===== config.mk =====
export PLATFORM = sky130hd
export DESIGN_NAME = ptgs_divider
export DESIGN_NICKNAME = d
export VERILOG_FILES = /design/src/hw/rtl/ptgs_divider.sv
export SDC_FILE = /design/constraint.sdc
export NUM_CORES = 1
export LEC_CHECK = 0
export BUFFER_PORTS_ARGS = -buffer_cell sky130_fd_sc_hd__buf_4
export CORE_AREA = 4 4 107 109
export CTS_BUF_LIST = sky130_fd_sc_hd__clkbuf_4
export CTS_CLUSTER_SIZE = 16
export DETAILED_ROUTE_END_ITERATION = 12
export DIE_AREA = 0 0 111 113
export PLACE_DENSITY = 0.73
export SLEW_MARGIN = 20
export SYNTH_ARGS = -nofsm -noshare
export SYNTH_HDL_FRONTEND = slang
export SYNTH_SLANG_ARGS = --single-unit

===== constraint.sdc =====
create_clock -name clk -period 2.8 [get_ports clk]
set_input_delay 0.14 -clock clk [delete_from_list [all_inputs] [get_ports clk]]
set_output_delay 0.14 -clock clk [all_outputs]
set_load 0.01 [all_outputs]

===== src/hw/rtl/ptgs_divider.sv =====
// Signed restoring divider, one quotient bit per cycle, truncating toward zero.
module ptgs_divider #(
  parameter int unsigned DIVIDEND_W = 44,
  parameter int unsigned DIVISOR_W  = 13
) (
  input  logic                         clk,
  input  logic                         rst,
  input  logic                         start,
  input  logic signed [DIVIDEND_W-1:0] dividend,
  input  logic [DIVISOR_W-1:0]         divisor,
  output logic                         done,
  output logic signed [DIVIDEND_W-1:0] quotient
);

  localparam int unsigned STEP_W = $clog2(DIVIDEND_W + 1);

  logic                  busy;
  logic [STEP_W-1:0]     steps;
  logic [DIVIDEND_W-1:0] work;
  logic [DIVISOR_W-1:0]  rem;
  logic                  neg;
  logic [DIVISOR_W:0]    trial;
  logic [DIVISOR_W:0]    diff;
  logic                  fits;

  assign trial = {rem, work[DIVIDEND_W-1]};
  assign diff  = trial - {1'b0, divisor};
  assign fits  = trial >= {1'b0, divisor};

  always_ff @(posedge clk) begin
    if (rst) begin
      busy  <= 1'b0;
      done  <= 1'b0;
      steps <= '0;
    end else begin
      done <= 1'b0;
      if (start) begin
        busy  <= 1'b1;
        steps <= STEP_W'(DIVIDEND_W);
      end else if (busy) begin
        steps <= steps - 1'b1;
        if (steps == STEP_W'(1)) begin
          busy <= 1'b0;
          done <= 1'b1;
        end
      end
    end
  end

  // The dividend magnitude shifts out at the top while quotient bits enter below.
  always_ff @(posedge clk) begin
    if (start) begin
      work <= dividend[DIVIDEND_W-1] ? DIVIDEND_W'(-dividend) : DIVIDEND_W'(dividend);
      rem  <= '0;
      neg  <= dividend[DIVIDEND_W-1];
    end else if (busy) begin
      rem  <= fits ? diff[DIVISOR_W-1:0] : trial[DIVISOR_W-1:0];
      work <= {work[DIVIDEND_W-2:0], fits};
    end
  end

  assign quotient = neg ? -$signed(work) : $signed(work);

endmodule


Yosys cells after proc, flatten, opt, wreduce, memory -nomap -nowiden
Cells that the tools add are included.

Flip-flop bits (word level): 66. Bits in latches: 0. Bits in writable memories: 0. Bits in read-only memories: 0. Input port bits: 60. Output and inout port bits: 45. Logic and storage cells: 28. Memories kept: 0.

Add/sub/neg operators: 4. $mul: 0. Divide/modulo/power cells: 0. Order comparisons: 1. Equal/unequal tests: 1. Shift-type cells: 0. Multiplexer cells: 11. Bitwise gates (word level): 1. Reductions and logical operators: 3.

Operators by type and width (number): 2-to-1 mux 44 bit (4); negation 44 bit (2); greater-or-equal comparator 14 x 13 -> 1 bit (1); 2-to-1 mux 13 bit (1); subtractor 13 bit (1); 2-to-1 mux 6 bit (2); == test 6 x 1 -> 1 bit, second input constant (1); subtractor 6 x 1 -> 6 bit, second input constant (1); 2-to-1 mux 1 bit (4); OR reduction 3 bit (1); nonzero test 2 bit (1); OR reduction 2 bit (1); NOT 1 bit (1).

Longest topological paths before layout
Depth in word-level cells: 4. Mapped depth: 10.

Least setup slack after synthesis
Ideal clock, no wire load.

Path kind: register -> output. From: register work[19]. To: output port quotient[43]. Arrival time: 2.338 ns. Required time: 2.660 ns. Path slack: 0.322 ns. Stages on the path, launching flop included: 7. Cells stage by stage: edfxtp_1 -> or4_1 -> or3_1 -> and4b_1 -> nand3_1 -> o41ai_1 -> xnor2_1.

Cells in the longest elaborated chain, start to end: 2.

Ends and longest elaborated chain: from (decl) (RTL line 19) `logic [DIVIDEND_W-1:0] work;`; from (signal assigned) (RTL line 53) `work <= dividend[DIVIDEND_W-1] ? DIVIDEND_W'(-dividend) : DIVIDEND_W'(dividend);`; from (signal assigned) (RTL line 58) `work <= {work[DIVIDEND_W-2:0], fits};`; negation 44 bit (RTL line 62) `assign quotient = neg ? -$signed(work) : $signed(work);`; 2-to-1 mux 44 bit (RTL line 62); to (decl) (RTL line 12) `output logic signed [DIVIDEND_W-1:0] quotient`.

No other way between the ends.

Worst setup path after layout
From: register work[17]. To: output port quotient[42].

The elaborated chain is that of the path after synthesis.

==> impl_metrics.toml <==
[global_routing]
grt_pass1_wl_mm = 23.2
track_usage_pct = 22.4
grt_overflow_total = 0
grt_pass1_vias = 4823
grt_max_degree = 60
grt_antenna_before_repair = 0

[synth]
ys.flop_type = "edfxtp_1"
yosysWarnings = 0
synthCells = 606
synth_cell_types = 61
synth-edff-count = 45
yosysSeqAreaShare_pct = 34.3
synthesis.area_sq_um = 5170
async_reset_ff_share_pct = 0
syn_avg_cell_area_sq_um = 8.53
yosys_register_bits = 66
syn_nets = 684

[setup_path]
start_kind = "flop"
arrival_ns = 2.91
cp_max_fo = 5
cp.required_ns = 2.66
cp-end-kind = "output pin"
r2r_slack_ns = 0.20
crit_type = "reg -> out"

[flow_run]
maxCapViolations = 0

[routing]
detail_route.wl_per_cell_um = 16.6
drt_iter0_markers = 298
first_pass_iters = 5
route.detailed.drc = 0
postRouteAntennaNets = 0
routed_wl_mm = 14.5
routed_via_density = 5.81
vias = 5075

[outcome]
status = "complete, but fails checks"
violations = "setup timing"

[clock_tree]
clkLatencyLatePin_ns = 0.43
cts_root_buffer = "clkbuf_4"
cts_buffer_depth = 2
clk_pin_slew_worst_paths_ns = 0.13
cts_tree = "yes"
cts_sinks = 66
cts_made_buffers = 9
htreeDepth = 3

[final_layout]
design_area_sq_um = 6720
layout-drive-gt1-share_pct = 27.7
seqCellArea_sq_um = 1770
syn2layout_area_growth_pct = 29.9
n_antenna_cell = 0
mostFrequentLayoutCells = "buf_4 (137), nor2_1 (74), xnor2_1 (51), a21oi_1 (50), edfxtp_1 (45)"
multi_input_area_sq_um = 3430
final_common_cell = "buf_4"
fillers = 900
finalNetCount = 807

[die]
die_y_um = 113
die_width_um = 111
start_util_pct = 48.8
rows = 38
coreArea_sq_um = 10600
die-area_sq_um = 12500
io_pins = 105

[placement]
dpl.hpwl_mm = 10.7
port_buffers = 104
post_dp_cell_area_sq_um = 6230
pre_cts_ws_ns = 0.0105
routabilityCongestion = 0.886

[power_and_ir_drop]
ir_drop_v = 0.000305
leakagePower_nw = 2.64
switching_share_pct = 34.8
clockPowerShare_pct = 22.1
p_total_mw = 3.03
pwr_density_cell_nw_per_um2 = 450
intPower_mw = 1.97
seq_power_share_pct = 42.1
p_sw_mw = 1.05
power_frac_comb_pct = 35.8

[timing]
finalCriticalPeriod_ns = 3.05
finalHoldViolations = 0
rsz0062_at_grt = "true"
tightest_slew_ns = 1.03
tns_ns = -2.75
maxSlewViolCount = 0
slew_headroom_pct = 31.1
clock_skew_ns = 0.0101
fin_crit_sh_pct = 109
post-route-worst-setup-slack_ns = -0.252
max_freq_ghz = 0.328
final-setup-viol-count = 17

[hold_path]
hold_class = "in -> reg"
[metrics by stage]
stage | hold WS (ns) | cells | util, %
2_1_floorplan | 0.239 | 606 | -
3_3_place_gp | 0.372 | 848 | 58.7
3_5_place_dp | 0.386 | 848 | 58.7
4_1_cts | 0.0557 | 870 | 61.7
5_1_grt | 0.0834 | 874 | 63.4
6_report | 0.0678 | 874 | 63.4
[power groups by stage]
stage | clock [mW] | combinational (mW) | sequential (mW)
after global placement | 0 | 1.00 | 1.28
final | 0.668 | 1.08 | 1.27
after floorplan | 0 | 0.594 | 1.26
after CTS | 0.679 | 1.06 | 1.26
after global routing | 0.723 | 1.19 | 1.29
after detailed placement | 0 | 1.02 | 1.28
[critical path, cell delays in order, from the launching register on]
cell and delay, ns:
edfxtp_1 0.40, or4_4 0.55, or3_4 0.34, and4b_4 0.40
nand3_4 0.18, o31ai_4 0.25, xnor2_1 0.19, buf_4 0.17
[sequential cells by signal (all words and copies together) (netlist names)]
name / count
work: 44
neg: 1
done: 1
busy: 1
steps: 6
rem: 13
[cells by family after synthesis]
| family | Yosys count | share of synthesized area [%] |
|---|---|---|
| simple gates | 201 | 19.0 |
| compound gates | 164 | 20.8 |
| xor+xnor | 93 | 15.8 |
| flops | 66 | 34.3 |
| buf+inv | 57 | 4.24 |
| fa+ha+maj | 18 | 4.50 |
| mux | 7 | 1.52 |
[synth_stat cells (6+ instances only)]
cell type	n	area (sq um)
or4_1	12	90.1
inv_1	28	105
ha_1	17	213
o41ai_1	17	149
dfxtp_1	21	420
nand3_1	17	85.1
clkbuf_1	26	97.6
a311oi_1	7	61.3
a21o_1	6	45.0
xnor2_1	53	464
or3_1	11	68.8
edfxtp_1	45	1350
o31ai_1	25	188
xor2_1	40	350
nor3_1	10	50.1
o21ai_0	30	150
nor2_1	74	278
nor4_1	8	50.1
a21oi_1	50	250
nand2_1	42	158
[cell type report]
class / count / area share (%)
multi-input cells: 483 / 51.1
well taps: 140 / 2.61
clock inverters: 7 / 1.17
flip-flops and latches: 66 / 26.4
repair buffers: 141 / 16.2
clock buffers: 9 / 1.01
inverters: 28 / 1.56
[final timing paths]
| check | from | to | cells after the start |
|---|---|---|---|
| max | work[17]$_DFFE_PP_ | quotient[42] | 7 |
| min | dividend[0] | work[0]$_DFFE_PP_ | 3 |
| max reg2reg | work[43]$_DFFE_PP_ | rem[6]$_SDFFE_PP0P_ | 10 |
| min reg2reg | rem[8]$_SDFFE_PP0P_ | rem[8]$_SDFFE_PP0P_ | 2 |
[timing repair]
item / 4_1_cts / 5_1_grt
hold endpoints to repair: 8 / 0
pin swaps: 4 / 14
buffers inserted: 5 / 4
resized for setup: 27 / 25
hold buffers: 1 / 0
setup endpoints to repair: 17 / 25
[layer usage]
metal	part of all wire [%]	global-route usage [%]	wire length, um	up-vias
li1	-	-	-	2476
met2	48	37.8	6880	207
met3	8.5	5.19	1230	27
met5	0	0	0	-
met1	42	28.9	6110	2365
met4	1.7	6.40	246	0
Power figures use the tool's default switching activity.
